## src/rtl/assert_macros.svh

```systemverilog
// Assertion macros for the route table RTL.
`ifndef ASSERT_MACROS_SVH
`define ASSERT_MACROS_SVH
// Implication checked on every rising clock edge outside reset.
`define ASSERT_IMPL(label, ante, cons) \
  label: assert property (@(posedge clk) disable iff (rst) (ante) |-> (cons)) \
    else $error("assertion failed");
// Next-cycle implication checked outside reset.
`define ASSERT_NEXT(label, ante, cons) \
  label: assert property (@(posedge clk) disable iff (rst) (ante) |=> (cons)) \
    else $error("assertion failed");
`endif

```

## src/rtl/lpm_rt_pkg.sv

```systemverilog
// Package: types, codes and helpers for the route table.
package lpm_rt_pkg;
  localparam int TableSize = 16;
  localparam int IntfCount = 16;

  localparam logic [2:0] OP_ADD = 3'd0;
  localparam logic [2:0] OP_DEL = 3'd1;
  localparam logic [2:0] OP_FWD = 3'd2;
  localparam logic [2:0] OP_LOCAL = 3'd3;
  localparam logic [2:0] OP_CLEAR = 3'd4;

  localparam logic [3:0] ST_ADDED = 4'd0;
  localparam logic [3:0] ST_REPLACED = 4'd1;
  localparam logic [3:0] ST_IDENT = 4'd2;
  localparam logic [3:0] ST_FULL = 4'd3;
  localparam logic [3:0] ST_DELETED = 4'd4;
  localparam logic [3:0] ST_NOT_FOUND = 4'd5;
  localparam logic [3:0] ST_GATEWAY = 4'd6;
  localparam logic [3:0] ST_DIRECT = 4'd7;
  localparam logic [3:0] ST_NO_ROUTE = 4'd8;
  localparam logic [3:0] ST_TTL_EXP = 4'd9;
  localparam logic [3:0] ST_CLEARED = 4'd10;

  // One table entry as it moves along the chain.
  typedef struct packed {
    logic        valid;
    logic [31:0] prefix;
    logic [5:0]  len;
    logic        direct;
    logic [31:0] gateway;
    logic [3:0]  intf;
  } entry_t;

  // Command that rides with the rotation, used by the chain's write slot.
  typedef struct packed {
    logic   write;
    entry_t data;
  } slot_cmd_t;

  function automatic logic [31:0] len_mask(input logic [5:0] len);
    logic [31:0] m;
    m = '1;
    if (len == 6'd0) begin
      len_mask = '0;
    end else begin
      len_mask = m << (6'd32 - len);
    end
  endfunction
endpackage

```

## src/rtl/lpm_rt_cell.sv

```systemverilog
// One storage cell of the rotating entry chain.
module lpm_rt_cell (
  input  logic                clk,
  input  logic                rst,
  input  logic                shift,
  input  logic                clear,
  input  lpm_rt_pkg::entry_t  din,
  output lpm_rt_pkg::entry_t  dout
);
  lpm_rt_pkg::entry_t ent;

  always_ff @(posedge clk) begin
    if (rst || clear) begin
      ent.valid <= 1'b0;
    end else if (shift) begin
      ent <= din;
    end
  end

  assign dout = ent;
endmodule

```

## src/rtl/lpm_rt_chain.sv

```systemverilog
// Ring of entry cells; the head cell may be overwritten as it passes.
module lpm_rt_chain #(
  parameter int TABLE_SIZE = lpm_rt_pkg::TableSize
) (
  input  logic                  clk,
  input  logic                  rst,
  input  logic                  shift,
  input  logic                  clear,
  input  lpm_rt_pkg::slot_cmd_t cmd,
  output lpm_rt_pkg::entry_t    head
);
  lpm_rt_pkg::entry_t link [TABLE_SIZE];
  lpm_rt_pkg::entry_t feed;

  // Replace the head entry as it wraps around to the tail.
  assign feed = cmd.write ? cmd.data : link[0];

  for (genvar g = 0; g < TABLE_SIZE; g++) begin : g_cell
    lpm_rt_cell u_cell (
      .clk   (clk),
      .rst   (rst),
      .shift (shift),
      .clear (clear),
      .din   ((g == TABLE_SIZE - 1) ? feed : link[(g + 1) % TABLE_SIZE]),
      .dout  (link[g])
    );
  end

  assign head = link[0];
endmodule

```

## src/rtl/lpm_route_table_unit.sv

```systemverilog
// Top level: IPv4 longest-prefix-match route table on a rotating cell chain.
// A lookup makes one pass of the ring past a single comparator, then decides in S_DONE;
// add and delete take a second write pass before S_DONE; clear answers on the next cycle.
// Input waits until the result transfers, so a new request is not taken while one is busy.
// Synchronous reset clears all entry valid bits and the control state.
`include "assert_macros.svh"
module lpm_route_table_unit #(
  parameter int TABLE_SIZE = lpm_rt_pkg::TableSize,
  parameter int INTF_COUNT = lpm_rt_pkg::IntfCount
) (
  input  logic        clk,
  input  logic        rst,
  input  logic        in_valid,
  output logic        in_ready,
  input  logic [2:0]  operation,
  input  logic [31:0] address,
  input  logic [5:0]  prefix_len,
  input  logic        direct_route,
  input  logic [31:0] gateway,
  input  logic [3:0]  out_intf,
  input  logic [7:0]  ttl_in,
  output logic        out_valid,
  input  logic        out_ready,
  output logic [3:0]  status,
  output logic [31:0] next_hop,
  output logic [3:0]  result_intf,
  output logic [7:0]  ttl_out,
  output logic [5:0]  matched_len
);
  localparam int CW = $clog2(TABLE_SIZE + 1);
  localparam logic [CW-1:0] LAST = CW'(TABLE_SIZE - 1);

  localparam logic [1:0] S_IDLE = 2'd0;
  localparam logic [1:0] S_SCAN = 2'd1;
  localparam logic [1:0] S_WRITE = 2'd2;
  localparam logic [1:0] S_DONE = 2'd3;

  logic [1:0]    state;
  logic [CW-1:0] cnt;

  logic [2:0]  op;
  logic [31:0] addr;
  logic [5:0]  len;
  logic        dir;
  logic [31:0] gw;
  logic [3:0]  intf;
  logic [7:0]  ttl;

  // Scan results, indexed by distance from the head at scan start.
  logic          exact_hit;
  logic [CW-1:0] exact_pos;
  logic          free_hit;
  logic [CW-1:0] free_pos;
  logic          ident;
  logic          lpm_hit;
  lpm_rt_pkg::entry_t best;

  logic               shift;
  logic               clear;
  lpm_rt_pkg::slot_cmd_t cmd;
  lpm_rt_pkg::entry_t head;

  logic [5:0]  in_len;
  logic [31:0] in_gw;
  logic [3:0]  in_intf;
  logic [3:0]  intf_wrap [16];

  logic [3:0]  status_next;
  logic [31:0] next_hop_next;
  logic [3:0]  result_intf_next;
  logic [7:0]  ttl_out_next;
  logic [5:0]  matched_len_next;

  lpm_rt_chain #(.TABLE_SIZE(TABLE_SIZE)) u_chain (
    .clk   (clk),
    .rst   (rst),
    .shift (shift),
    .clear (clear),
    .cmd   (cmd),
    .head  (head)
  );

  // Interface wrap as a constant lookup.
  for (genvar g = 0; g < 16; g++) begin : g_wrap
    assign intf_wrap[g] = 4'(g % INTF_COUNT);
  end

  assign in_len  = (prefix_len > 6'd32) ? 6'd32 : prefix_len;
  assign in_gw   = direct_route ? 32'd0 : gateway;
  assign in_intf = direct_route ? 4'd0 : intf_wrap[out_intf];

  assign in_ready = (state == S_IDLE) && !out_valid;
  assign shift = (state == S_SCAN) || (state == S_WRITE);
  assign clear = (state == S_IDLE) && in_valid && in_ready && (operation == lpm_rt_pkg::OP_CLEAR);

  logic head_exact;
  logic head_match;
  assign head_exact = head.valid && head.prefix == addr && head.len == len;
  assign head_match = head.valid &&
                      ((addr & lpm_rt_pkg::len_mask(head.len)) == head.prefix);

  // Write slot during the second pass: add or delete lands on its target.
  always_comb begin
    cmd = '0;
    if (state == S_WRITE) begin
      if (op == lpm_rt_pkg::OP_DEL) begin
        if (exact_hit && cnt == exact_pos) begin
          cmd.write = 1'b1;
          cmd.data = head;
          cmd.data.valid = 1'b0;
        end
      end else if (exact_hit) begin
        if (cnt == exact_pos && !ident) begin
          cmd.write = 1'b1;
          cmd.data = head;
          cmd.data.direct = dir;
          cmd.data.gateway = gw;
          cmd.data.intf = intf;
        end
      end else if (free_hit && cnt == free_pos) begin
        cmd.write = 1'b1;
        cmd.data.valid = 1'b1;
        cmd.data.prefix = addr;
        cmd.data.len = len;
        cmd.data.direct = dir;
        cmd.data.gateway = gw;
        cmd.data.intf = intf;
      end
    end
  end

  // Result of the finished scan.
  always_comb begin
    status_next = lpm_rt_pkg::ST_NO_ROUTE;
    next_hop_next = '0;
    result_intf_next = '0;
    ttl_out_next = '0;
    matched_len_next = '0;
    if (op == lpm_rt_pkg::OP_ADD) begin
      if (exact_hit) begin
        status_next = ident ? lpm_rt_pkg::ST_IDENT : lpm_rt_pkg::ST_REPLACED;
      end else begin
        status_next = free_hit ? lpm_rt_pkg::ST_ADDED : lpm_rt_pkg::ST_FULL;
      end
    end else if (op == lpm_rt_pkg::OP_DEL) begin
      status_next = exact_hit ? lpm_rt_pkg::ST_DELETED : lpm_rt_pkg::ST_NOT_FOUND;
    end else if (lpm_hit) begin
      matched_len_next = best.len;
      result_intf_next = best.intf;
      ttl_out_next = ttl;
      if (best.direct) begin
        status_next = lpm_rt_pkg::ST_DIRECT;
        next_hop_next = addr;
      end else begin
        status_next = lpm_rt_pkg::ST_GATEWAY;
        next_hop_next = best.gateway;
        if (op == lpm_rt_pkg::OP_FWD) begin
          if (ttl <= 8'd1) begin
            status_next = lpm_rt_pkg::ST_TTL_EXP;
            ttl_out_next = '0;
          end else begin
            ttl_out_next = ttl - 8'd1;
          end
        end
      end
    end
  end

  always_ff @(posedge clk) begin
    if (rst) begin
      state <= S_IDLE;
      out_valid <= 1'b0;
      cnt <= '0;
    end else begin
      if (out_valid && out_ready) begin
        out_valid <= 1'b0;
      end
      unique case (state)
        S_IDLE: begin
          if (in_valid && in_ready) begin
            op   <= operation;
            // Lookups keep the full destination; add and delete keep the masked prefix.
            addr <= (operation == lpm_rt_pkg::OP_FWD || operation == lpm_rt_pkg::OP_LOCAL) ?
                    address : (address & lpm_rt_pkg::len_mask(in_len));
            len  <= in_len;
            dir  <= direct_route;
            gw   <= in_gw;
            intf <= in_intf;
            ttl  <= ttl_in;
            cnt  <= '0;
            exact_hit <= 1'b0;
            free_hit  <= 1'b0;
            ident     <= 1'b0;
            lpm_hit   <= 1'b0;
            if (operation == lpm_rt_pkg::OP_FWD || operation == lpm_rt_pkg::OP_LOCAL ||
                operation == lpm_rt_pkg::OP_ADD || operation == lpm_rt_pkg::OP_DEL) begin
              state <= S_SCAN;
            end else if (operation == lpm_rt_pkg::OP_CLEAR) begin
              status <= lpm_rt_pkg::ST_CLEARED;
              next_hop <= '0;
              result_intf <= '0;
              ttl_out <= '0;
              matched_len <= '0;
              out_valid <= 1'b1;
            end
          end
        end
        S_SCAN: begin
          if (head_exact && !exact_hit) begin
            exact_hit <= 1'b1;
            exact_pos <= cnt;
            ident <= head.direct == dir && head.gateway == gw && head.intf == intf;
          end
          if (!head.valid && !free_hit) begin
            free_hit <= 1'b1;
            free_pos <= cnt;
          end
          // Strictly longer wins, so the lowest slot keeps ties.
          if (head_match && (!lpm_hit || head.len > best.len)) begin
            lpm_hit <= 1'b1;
            best <= head;
          end
          if (cnt == LAST) begin
            cnt <= '0;
            state <= (op == lpm_rt_pkg::OP_ADD || op == lpm_rt_pkg::OP_DEL) ? S_WRITE : S_DONE;
          end else begin
            cnt <= cnt + 1'b1;
          end
        end
        S_WRITE: begin
          if (cnt == LAST) begin
            state <= S_DONE;
          end else begin
            cnt <= cnt + 1'b1;
          end
        end
        S_DONE: begin
          status <= status_next;
          next_hop <= next_hop_next;
          result_intf <= result_intf_next;
          ttl_out <= ttl_out_next;
          matched_len <= matched_len_next;
          out_valid <= 1'b1;
          state <= S_IDLE;
        end
        default: state <= S_IDLE;
      endcase
    end
  end

  `ASSERT_IMPL(a_no_accept_busy, state != S_IDLE, !in_ready)
  `ASSERT_IMPL(a_write_only_pass2, cmd.write, state == S_WRITE)
  `ASSERT_NEXT(a_done_result, state == S_DONE, out_valid && state == S_IDLE)
  `ASSERT_IMPL(a_status_range, out_valid, status <= lpm_rt_pkg::ST_CLEARED)
endmodule

```

## config.mk

```make
export PLATFORM = sky130hd
export DESIGN_NAME = lpm_route_table_unit
export DESIGN_NICKNAME = d
export VERILOG_FILES = /design/src/rtl/lpm_rt_pkg.sv /design/src/rtl/lpm_rt_cell.sv /design/src/rtl/lpm_rt_chain.sv /design/src/rtl/lpm_route_table_unit.sv
export VERILOG_INCLUDE_DIRS = /design/src /design/src/rtl
export SDC_FILE = /design/constraint.sdc
export NUM_CORES = 1
export LEC_CHECK = 0
export BUFFER_PORTS_ARGS = -buffer_cell sky130_fd_sc_hd__buf_4
export CAP_MARGIN = 20
export CELL_PAD_IN_SITES_DETAIL_PLACEMENT = 1
export CELL_PAD_IN_SITES_GLOBAL_PLACEMENT = 1
export CORE_MARGIN = 4
export CORE_UTILIZATION = 32
export CTS_CLUSTER_DIAMETER = 30
export DETAILED_ROUTE_END_ITERATION = 10
export PLACE_DENSITY = 0.6
export SLEW_MARGIN = 40
export SYNTH_ARGS = -nofsm -noshare
export SYNTH_HDL_FRONTEND = slang
export SYNTH_SLANG_ARGS = --single-unit
```

## constraint.sdc

```tcl
create_clock -name clk -period 195.1 [get_ports clk]
set_input_delay 39.02 -clock clk [delete_from_list [all_inputs] [get_ports clk]]
set_output_delay 39.02 -clock clk [all_outputs]
set_load 0.005 [all_outputs]
```

# [Yosys cells after proc, flatten, opt, wreduce, memory -nomap -nowiden]
# Memory sizes are Yosys's and may differ from the RTL's. A register that Yosys moved wholly into a read port is not among the register bits.
# Index checks and enable logic that the tools add are counted.
[op_classes] addsub=4 magnitude_cmp=3 eq_ne=28 shift=2 muxes=84 bitwise_logic=5 reduce_logical=49
[op_table] operator="2-to-1 mux 77 bit" n=6
[op_table] operator="2-to-1 mux 32 bit" n=13
[op_table] operator="== test 32 bit" n=3
[op_table] operator="2-to-1 mux 76 bit" n=1
[op_table] operator="2-to-1 mux 8 bit" n=9
[op_table] operator="AND 32 bit" n=2
[op_table] operator="case mux 32 bit (2 select lines)" n=1
[op_table] operator="<< shifter 32 x 6 -> 32 bit, first input constant" n=2
[op_table] operator="2-to-1 mux 4 bit" n=15
[op_table] operator="2-to-1 mux 6 bit" n=7
[op_table] operator="logical AND 1 bit" n=17
[op_table] operator="inequality test 2 x 1 -> 1 bit, second input constant" n=8
[op_table] operator="case mux 4 bit (2 select lines)" n=2
[op_table] operator="case mux 8 bit (2 select lines)" n=1
[op_table] operator="AND reduction 4 bit" n=4
[op_table] operator="2-to-1 mux 5 bit" n=3
[op_table] operator="case mux 5 bit (3 select lines)" n=1
[op_table] operator="AND reduction 3 bit" n=5
[op_table] operator="2-to-1 mux 2 bit" n=7
[op_table] operator="logical NOT 6 bit" n=2
[op_table] operator="case mux 6 bit (2 select lines)" n=1
[op_table] operator="subtractor 6 bit, first input constant" n=2
[op_table] operator="2-to-1 mux 1 bit" n=11
[op_table] operator="== test 5 bit" n=2
[op_table] operator="27 further kinds" n=50
[totals] ff_bits=1417 rom_bits=64 in_bits=90 output_inout_bits=56 elab_cells=296 n_memories=1
[mem_list] memory="(no name shown)" depth=16 word_bits=4 rd=1 rd_ports_with_merged_regs=1 write_ports=0 line_no="lpm_route_table_unit.sv:90" text="assign in_intf = direct_route ? 4'd0 : intf_wrap[out_intf];"

# [Longest topological paths before layout]
# Gate-level depths: netlist (run 1).
[depth] word_depth=10 mapped_depth=14 mapped_depth_nobuf=11

# [Cells and area by module]
# A second synthesis (run 1) with hierarchy kept.
[unflattened] hier_cells=2545 area_unflattened_um2=49727.7
[modules_own_cells] module="lpm_rt_cell" n_inst=16 cells_each=79 area_per_inst_um2=2299.7 seq_area_each_um2=2272.2
[modules_own_cells] module="lpm_route_table_unit" n_inst=1 cells_each=1197 area_per_inst_um2=11858.9 seq_area_each_um2=6075.8
[modules_own_cells] module="lpm_rt_chain" n_inst=1 cells_each=84 area_per_inst_um2=1073.5 seq_area_each_um2=0.0

# [Least setup slack after synthesis (run 1)]
# No wires, ideal clock.
[synth_path] path_type="input port to flip-flop" from="input rst" to="register u_chain.g_cell[0].u_cell.ent (netlist bit u_chain.g_cell[0].u_cell.dout[0]) (enable)" setup_ns=2.808 arrival_ns=89.312 required_ns=192.292 path_slack_ns=102.979 cell_stages=5 n_path_buf=3 path_cell_list="clkbuf_1 > nand2b_1 > clkbuf_1 > clkbuf_1 > nor2_1"
[synth_between] elab_chain_cells=3
[synth_lines] element="start, declared" line_no="lpm_route_table_unit.sv:12" text="input logic rst,"
[synth_lines] element="logical OR 1 bit" line_no="lpm_rt_cell.sv:13" text="if (rst || clear) begin"
[synth_lines] element="NOT 1 bit (no source line)"
[synth_lines] element="AND reduction 2 bit (no source line)"
[synth_lines] element="end signal, assigned" line_no="lpm_rt_cell.sv:16" text="ent <= din;"
[synth_lines] element="end, declared" line_no="lpm_rt_cell.sv:10" text="lpm_rt_pkg::entry_t ent;"
# No other way between the ends.
# A chain may end at the register's enable or synchronous reset.

# [Worst setup path in the final report (run 1)]
[layout_path] from="input in_valid" to="register u_chain.g_cell[5].u_cell.ent (netlist bit u_chain.g_cell[5].u_cell.dout[26]) (enable)"
[layout_between] elab_chain_cells=6
[layout_lines] element="start, declared" line_no="lpm_route_table_unit.sv:13" text="input logic in_valid,"
[layout_lines] element="logical AND 1 bit (3 in series)" line_no="lpm_route_table_unit.sv:94" text="assign clear = (state == S_IDLE) && in_valid && in_ready && (operation == lpm_rt_pkg::OP_CLEAR);"
[layout_lines] element="logical OR 1 bit" line_no="lpm_rt_cell.sv:13"
[layout_lines] element="NOT 1 bit (no source line)"
[layout_lines] element="AND reduction 2 bit (no source line)"
[layout_lines] element="end signal, assigned" line_no="lpm_rt_cell.sv:16"
[layout_lines] element="end, declared" line_no="lpm_rt_cell.sv:10"
# No other way between the ends.

==> results.txt, run 1 <==
- Run status: finished clean
- At the end of routability-driven placement, the weighted congestion stood at 0.8321.
* Type of the most critical hold path: reg2reg
- STA classifies the critical path startpoint as an input pin.
- Counting along the longest clock path gives a buffer depth of 4.
* Post-route worst hold slack: 357.4 ps
* Mapped Area: 48240 µm²
* Clock-pin slew on the worst setup and hold paths: 50 ps
- At the end of the flow, the number of nets in the layout was 2789.
- Once layout is complete, the cells apart from fillers number 4894.
- In this run the power density over the cells is 16.65 nW/µm².
- Headroom to the max-slew limit came out at 40.55%.
* Top-area cell type share of the netlist area: 86.96%
* Crit Path Category: in2reg
* Synth top cells by count: 1397 x sky130_fd_sc_hd__edfxtp_1, 114 x sky130_fd_sc_hd__nor2_1, 58 x sky130_fd_sc_hd__xnor2_1, 53 x sky130_fd_sc_hd__nor2b_1, 51 x sky130_fd_sc_hd__xor2_1
- In this run the static leakage power is 20.42 nW.
* Post-synthesis sequential element count: 1421
- Transition time at the pin with the least slew margin: 877.9 ps
* H-tree levels: 5
- After detailed routing, the average wire length per cell comes to 21.68 µm.
* Synth Warn #: 0
- The die is 396.3 µm tall.
- Gr usage total: 13.42%
* Final-layout fill cell count: 14190
* First-pass GRT wire length: 156.6 mm
- Once placement completed, the tool counted placed cells totaling 4410.
* Routed wire length: 106.1 mm
* Worst-case vdd ir drop: 0.01023 mV
- Final total negative setup slack: 0 ps
- For this run, the detailed router's first-pass iteration total came to 5.
- Ports placed on the boundary: 146
- At the later pin of the worst-skew pair, clock insertion delay measures 880 ps.
- DR iter-0 viols: 2372
- The die covers 157000 µm².
* Proportion of synthesized flip-flops having asynchronous set or reset: 0%
* Tmin final: 42590 ps
- Port buffering added 145 buffers.
- The worst path uses 21.83% of the clock period.
- Sequential share of the synthesized area: 87.95%
- Post-CTS timing repair inserted 0 buffers for setup.
* Root buffer selected by CTS: sky130_fd_sc_hd__clkbuf_16
- Residual DRC: 0
- Dividing the detail-routed via count by the number of cells gives 4.543.
- Number of maximum-capacitance constraint violations: 0
- Unique cell type count in the Yosys netlist: 75
- Aggregate global routing overflow: 0
- STA puts the critical path data arrival time at 43070 ps.
- Cells with a size suffix above 1 make up 22.91% of the layout.
- EDFF count, synth: 1397
- Worst endpoint required time: 195580 ps
- Max-slew violations: 0
- Effective utilization at floorplan: 32.21%
- Static timing analysis puts the maximum clock frequency at 0.02348 GHz.
* Post-CTS Hold Fix Bufs: 0
- Ranked by total cell area, the synthesized netlist is headed by sky130_fd_sc_hd__edfxtp_1 87%, sky130_fd_sc_hd__xnor2_1 1.1%, sky130_fd_sc_hd__mux2i_1 1.0%, sky130_fd_sc_hd__dfxtp_1 1.0%, sky130_fd_sc_hd__xor2_1 0.93%.
- Synthesized area per cell: 21.22 µm²
- Setup repair after global routing missed its margin: false
- When the netlist entered floorplanning its net count stood at 2386.
- Post-synth top area cell: sky130_fd_sc_hd__edfxtp_1
- Remaining antenna violation count: 0
- Entering global routing, the biggest net connects 123 pins.
* Area used by multi-input combinational logic: 5552 µm²
- From synthesis to final layout, the design area changed by 26.85%.
- Clock Sink Count: 1421
* Antenna violations before repair: 6
* Post-layout total power: 0.001019 W
* Crit end category: flip-flop
* Final setup violating endpoints: 0
* Vias: 22230
* Worst setup skew after layout: 78.50 ps
- The number of clock buffers added by TritonCTS is 279.
* Most used standard cell by instance count after synthesis: sky130_fd_sc_hd__edfxtp_1
- Vias in the first global route: 23970
* TritonCTS clock tree: done
* Rows: 142
* CP max FO: 122
* Detail Placement HPWL: 64.37 mm
- Post-cts resize count: 0
* Sequential cell area: 42430 µm²
- Hold Vio Cnt, Final: 0
- X dimension of the die: 396.3 µm
* Count of mapped cells out of synthesis: 2273
* Primary FF master, synth: sky130_fd_sc_hd__edfxtp_1
- Floorplan core area: 149800 µm²
==> power breakdown <==
group,internal (W),switching (W)
Combinational,0.0000235,0.0000668
Sequential,0.000440,0.0000309
Clock,0.000307,0.000151
==> cells by family after synthesis <==
family / Yosys count / synth area share, %
fa+ha+maj: 23 / 0.5965
mux: 86 / 1.880
compound gates: 205 / 3.102
flops: 1421 / 87.95
simple gates: 338 / 3.704
buf+inv: 90 / 0.7522
xor+xnor: 110 / 2.013
==> registers in the layout (all words and copies together) (netlist names), 2 cells and up <==
register / flops
u_chain.g_cell.u_cell.dout: 1216
best: 43
addr: 32
gw: 32
next_hop: 32
ttl: 8
ttl_out: 8
len: 6
matched_len: 6
cnt: 5
exact_pos: 5
free_pos: 5
intf: 4
result_intf: 4
status: 4
op: 3
state: 2
==> placed cells by master (no fill, tap or decap), types with 7 or more instances in the layout <==
cell type,instances
sky130_fd_sc_hd__nand4_1,17
sky130_fd_sc_hd__clkinv_1,31
sky130_fd_sc_hd__nand2b_1,18
sky130_fd_sc_hd__clkinv_4,16
sky130_fd_sc_hd__bufinv_16,30
sky130_fd_sc_hd__inv_6,16
sky130_fd_sc_hd__ha_1,22
sky130_fd_sc_hd__nand3_1,20
sky130_fd_sc_hd__mux2i_1,49
sky130_fd_sc_hd__clkinv_2,26
sky130_fd_sc_hd__buf_6,8
sky130_fd_sc_hd__xnor2_1,58
sky130_fd_sc_hd__edfxtp_1,1397
sky130_fd_sc_hd__nor3b_1,7
sky130_fd_sc_hd__nor3_1,16
sky130_fd_sc_hd__o21a_1,15
sky130_fd_sc_hd__o21ai_0,37
sky130_fd_sc_hd__inv_1,38
sky130_fd_sc_hd__clkbuf_16,284
sky130_fd_sc_hd__a21oi_1,35
sky130_fd_sc_hd__nor2_1,113
sky130_fd_sc_hd__a22o_1,39
sky130_fd_sc_hd__and2_1,14
sky130_fd_sc_hd__and3_1,9
sky130_fd_sc_hd__mux2_2,37
sky130_fd_sc_hd__buf_4,158
sky130_fd_sc_hd__nor2b_1,52
sky130_fd_sc_hd__nand2_1,24
sky130_fd_sc_hd__clkinvlp_4,32
sky130_fd_sc_hd__a21boi_0,7
sky130_fd_sc_hd__nor4_1,15
sky130_fd_sc_hd__clkbuf_1,33
sky130_fd_sc_hd__dfxtp_1,24
sky130_fd_sc_hd__xor2_1,51
==> worst paths after layout <==
check / startpoint / endpoint / slack [ps] / cells past startpoint
worst max-delay path: in_valid / u_chain.g_cell[5].u_cell.dout[26] / 152510 / 10
worst min-delay path: u_chain.g_cell[13].u_cell.dout[68] / u_chain.g_cell[12].u_cell.dout[68] / 360 / 0
worst max register to register: u_chain.g_cell[0].u_cell.dout[38] / best[39] / 189710 / 14
worst min register to register: u_chain.g_cell[13].u_cell.dout[68] / u_chain.g_cell[12].u_cell.dout[68] / 360 / 0
==> layout make-up <==
class	count	area share [%]
Sequential cell	1421	69.34
Tap cell	2016	4.122
Antenna cell	1	0.004089
Timing Repair Buffer	174	2.374
Multi-Input combinational cell	762	9.072
Inverter	38	0.2331
Clock buffer	321	11.91
Clock inverter	161	2.950
==> metrics by stage <==
step	utilization [%]	worst slack (ps)	instance area (µm²)
after global routing	40.86	152180	61190
after floorplan	-	102980	48240
after CTS	40.82	152560	61140
after global placement	34.66	150820	51910
after detailed placement	34.75	151640	52050
final	40.86	152510	61190
==> routing by layer <==
layer  wire (µm)  track usage, %  up-vias
met1       49720           19.01    11520
met5           0               0        -
met3        5983           3.508      199
li1            -               -     9817
met2       47860           20.08      699
met4        2515           4.718        0
==> worst max-delay path, stage by stage <==
cell and delay, ps:
sky130_fd_sc_hd__buf_4 110, sky130_fd_sc_hd__nand2b_1 380, sky130_fd_sc_hd__or4b_2 310, sky130_fd_sc_hd__nand2b_1 390
sky130_fd_sc_hd__nor2_4 260, sky130_fd_sc_hd__buf_12 420, sky130_fd_sc_hd__buf_12 390, sky130_fd_sc_hd__buf_6 640
sky130_fd_sc_hd__buf_12 400, sky130_fd_sc_hd__buf_16 480
Note: power is estimated with default switching activity, not from simulation.
==> run 2, diff against run 1 <==
- ABC_AREA: unset -> 1
- PLACE_DENSITY: 0.6 -> 0.63
- clock period: 195.1 -> 38.5 ns (I/O delays scaled with it)
==> run 2 against run 1 <==
Effect of this change:
- wire length increased by 5.2%
- worst setup slack lost 130000 ps
- highest routed layer is now met5
- global-route usage rose by 0.42 points
- utilization decreased by 0.99 points
- die area grew 1.6%
- clock power rose to 4.4 times the previous value
- first-iteration DRC count up 15%
- largest cell class unchanged
- register-to-register slack got worse by 160000 ps
- non-clock buffer count is 2 lower
- synthesized area up 1.6%
- clock-buffer cell count decreased by 84
==> results.txt, run 2 <==
- The overall die height was 399.4 µm (+0.79%).
* EDFF count, synth: 1397 (unchanged)
- Pwr dens: 80.00 nW/µm² (+380%)
* Post-cts resize count: 0 (unchanged)
- Of the available clock period, the critical path in the final layout requires 31.47%.
- The worst hold path begins at u_chain.g_cell[10].u_cell.dout[44].
- The number of different library cells in the post-synthesis netlist came to 56 (-25%).
- Yosys attributes the largest share of cell area to sky130_fd_sc_hd__edfxtp_1 86%, sky130_fd_sc_hd__nand2_1 3.1%, sky130_fd_sc_hd__inv_1 2.2%, sky130_fd_sc_hd__nor2_1 1.4%, sky130_fd_sc_hd__dfxtp_1 0.98%.
- The number of placed cells counting well taps was 4950 (+12%).
- Among all cell types in the netlist, the one instantiated most often is sky130_fd_sc_hd__edfxtp_1.
* Post-synthesis sequential element count: 1421 (unchanged)
- Final total negative setup slack: 0 ps (unchanged)
- Aggregate global routing overflow: 0 (unchanged)
- The share of synthesized flip-flops with an asynchronous set or reset was 0% (unchanged).
- The final cell count without fillers came to 5388 (+10%).
* Worst endpoint required time: 38930 ps (-156650 ps)
* Mapped Area: 49030 µm² (+1.6%)
- The placeable core area is 152100 µm² (+1.5%).
* Setup crit start: operation[2]
* Cts bufs inserted: 223 (-20%)
- Total Die Area: 159500 µm² (+1.6%)
- The count of warnings emitted by yosys was 0 (unchanged).
- The initial antenna violation count came to 21 (+15).
* Clock Sink Count: 1421 (unchanged)
* Final net count: 3259 (+17%)
- Crit end category: flip-flop
- The clock tree buffer depth came to 3 (-1).
- Post-CTS Hold Fix Bufs: 0 (unchanged)
- The sequential area share after synthesis came to 86.55% (-1.4 points).
* Hold Vio Cnt, Final: 0 (unchanged)
* Final cell utilization of the core: 39.86% (-0.99 points)
- Most common cell after layout, fill and taps aside: sky130_fd_sc_hd__edfxtp_1
- Worst Reg2Reg Path Length in Cells: 10 (-4)
* Crit Path Category: in2reg
- Vias: 24280 (+9.2%)
- Final Wtd Congestion: 0.8915 (+7.1%)
* Top-area cell type share of the netlist area: 85.57% (-1.4 points)
- Run status: finished clean
- By area, the combinational part of the netlist is dominated by simple AND/OR/NAND/NOR gates.
- Primary FF master, synth: sky130_fd_sc_hd__edfxtp_1
- Number of I/O port buffers: 145 (unchanged)
- The number of buffers inserted by post-CTS setup repair came to 0 (unchanged).
* Worst setup skew after layout: 50.74 ps (-27.76 ps)
* Root buffer selected by CTS: sky130_fd_sc_hd__clkbuf_16
- Area used by multi-input combinational logic: 5290 µm² (-4.7%)
* Startpoint of the lowest-slack register-to-register path: state[0]
- Sequential cell area: 42430 µm² (unchanged)
- Max-slew violations: 0 (unchanged)
- Transition time at the pin with the least slew margin: 815.2 ps (-62.75 ps)
* Worst-case vdd ir drop: 0.05159 mV (+400%)
- Setup repair after global routing left no endpoint under its margin.
- The gate count after technology mapping is 2797 (+23%).
* Area growth, synth to finish: 23.66%
- The HPWL after detailed placement was 72.41 mm (+13%).
- Effective utilization at floorplan: 32.24% (about the same)
- Leak Pwr: 21.53 nW (+5.4%)
- Routed wire length: 111.5 mm (+5.2%)
* Synthesized area per cell: 17.53 µm² (-17%)
* CP max FO: 85 (-30%)
* DR iter-0 viols: 2726 (+15%)
- The wire length of the first global-routing pass came to 161.7 mm (+3.2%).
* Type of origin of the critical path: input pin
* Ports placed on the boundary: 146 (unchanged)
* Rows: 143 (+0.70%)
* Synthesized-area fraction occupied by ao, oa, aoi and oai cells: 2.963% (-0.14 points)
- X dimension of the die: 399.4 µm (+0.79%)
* Worst hold path depth: 0 (unchanged)
- Per-cell routed wire length: 20.70 µm (-4.5%)
* Type of the most critical hold path: reg2reg
- The area share of and/or/nand/nor cells after synthesis came to 6.046% (+2.3 points).
* TritonCTS clock tree: done
- Remaining antenna violation count: 0 (unchanged)
- The synthesized netlist net count came to 2910 (+22%).
- Share of synthesized cell area in full adder, half adder and majority cells: 0.5870% (-0.0095 points)
- Vias/cell: 4.506 (-0.82%)
- The clock transition at the registers of the reported paths is 50 ps (about the same).
- By count the netlist is led by 1397 x sky130_fd_sc_hd__edfxtp_1, 411 x sky130_fd_sc_hd__nand2_1, 290 x sky130_fd_sc_hd__inv_1, 187 x sky130_fd_sc_hd__nor2_1, 72 x sky130_fd_sc_hd__o21ai_0.
- H-tree levels: 4 (-1)
- In the layout the commonest cells are 1397 x sky130_fd_sc_hd__edfxtp_1, 410 x sky130_fd_sc_hd__nand2_1, 288 x sky130_fd_sc_hd__inv_1.
- The global-route usage over all layers is 13.84% (+0.42 points).
- Vias in the first global route: 24920 (+4.0%)
- The DRC violations left is 0 (unchanged).
- The arrival time at the worst endpoint is 12540 ps (-30530 ps).
- Number of maximum-capacitance constraint violations: 0 (unchanged)
- Final-layout fill cell count: 15070 (+6.2%)
- Post-synth top area cell: sky130_fd_sc_hd__edfxtp_1
- Tmin final: 12120 ps
- The maximum number of pins on one net before global-route repair is 176 (+43%).
* Worst-skew pair later-pin latency: 800 ps (-80 ps)
- Mux share of post-synthesis cell area: 0.4287% (-1.5 points)
- Relative slew slack: 45.08% (+4.5 points)
* Post-synthesis xor/xnor area fraction: 0.6584% (-1.4 points)
* Drt first pass iters: 6 (+1)
- Fraction of layout cells with a size suffix above 1: 18.31% (-4.6 points)
- Final setup violating endpoints: 0 (unchanged)
- The number of flip-flops under the largest register name was 1216 (unchanged).
* Highest Clock Rate: 0.08254 GHz
-- run 2: cell count changes after synthesis, sizes merged, moves of 14 or more --
| cell | previous run | this run |
|---|---|---|
| a22o | 39 | 0 |
| and2 | 14 | 0 |
| inv | 38 | 298 |
| mux2 | 37 | 0 |
| mux2i | 49 | 21 |
| nand2 | 24 | 419 |
| nand2b | 18 | 0 |
| nand3 | 21 | 46 |
| nor2 | 115 | 190 |
| nor2b | 53 | 0 |
| o21ai | 39 | 93 |
| o22ai | 3 | 52 |
| xnor2 | 58 | 15 |
| xor2 | 52 | 21 |
-- run 2: through the flow --
stage	setup WS [ps]	hold WS [ps]	total power [W]	cell area (µm²)
after global routing	26010	378.8	0.005060	60590
after CTS	26380	374.0	0.004909	60550
final	26380	382.9	0.004850	60620
after detailed placement	25450	405.1	0.002855	52770
after global placement	24400	400.6	0.002815	52680
after floorplan	11940	400.3	0.002907	49030
-- run 2: routing by layer --
metal,up-vias,GRT usage (%),wire [µm]
met5,-,0,53
li1,10960,-,-
met1,12330,20.44,52460
met4,8,3.989,2041
met3,151,4.896,10490
met2,831,19.14,46500
-- run 2: worst max-delay path, stage by stage --
cell and delay [ps]:
sky130_fd_sc_hd__buf_4 160, sky130_fd_sc_hd__inv_1 80, sky130_fd_sc_hd__nor3_1 60, sky130_fd_sc_hd__inv_1 100
sky130_fd_sc_hd__o21ai_1 70, sky130_fd_sc_hd__buf_4 200, sky130_fd_sc_hd__nor2_4 100, sky130_fd_sc_hd__buf_6 590
sky130_fd_sc_hd__buf_6 620, sky130_fd_sc_hd__buf_6 630, sky130_fd_sc_hd__buf_4 720, sky130_fd_sc_hd__buf_6 650
sky130_fd_sc_hd__buf_6 630
-- run 2: final timing paths --
kind / end / slack [ps]
min reg2reg: u_chain.g_cell[9].u_cell.dout[44] / 380
min: u_chain.g_cell[9].u_cell.dout[44] / 380
max reg2reg: u_chain.g_cell[11].u_cell.dout[4] / 32130
max: u_chain.g_cell[11].u_cell.dout[4] / 26380
-- run 2: final cells by class --
cell class	count	share of cell area, %
repair buffers	172	2.334
clock buffers	237	9.362
inverters	299	1.855
multi-input cells	1029	8.726
well taps	2030	4.190
diodes	15	0.06192
flip-flops and latches	1421	69.99
clock inverters	185	3.482
-- run 2: cell families (layout without fill, tap and decap cells) --
family,Yosys count,in the layout
flip-flops,1421,1421
AND/OR/NAND/NOR,713,713
buffers and inverters,347,893
AO/OA/AOI/OAI,236,236
XOR/XNOR,36,36
adder cells (fa/ha/maj),23,23
multiplexers,21,21
other,0,15
-- run 2: where the power goes --
part / internal (W) / total (W) / switching [W]
registers: 0.00221 / 0.00234 / 0.000128
clock network: 0.00127 / 0.00203 / 0.000760
logic: 0.0000927 / 0.000484 / 0.000391
total: 0.00357 / 0.00485 / 0.00128
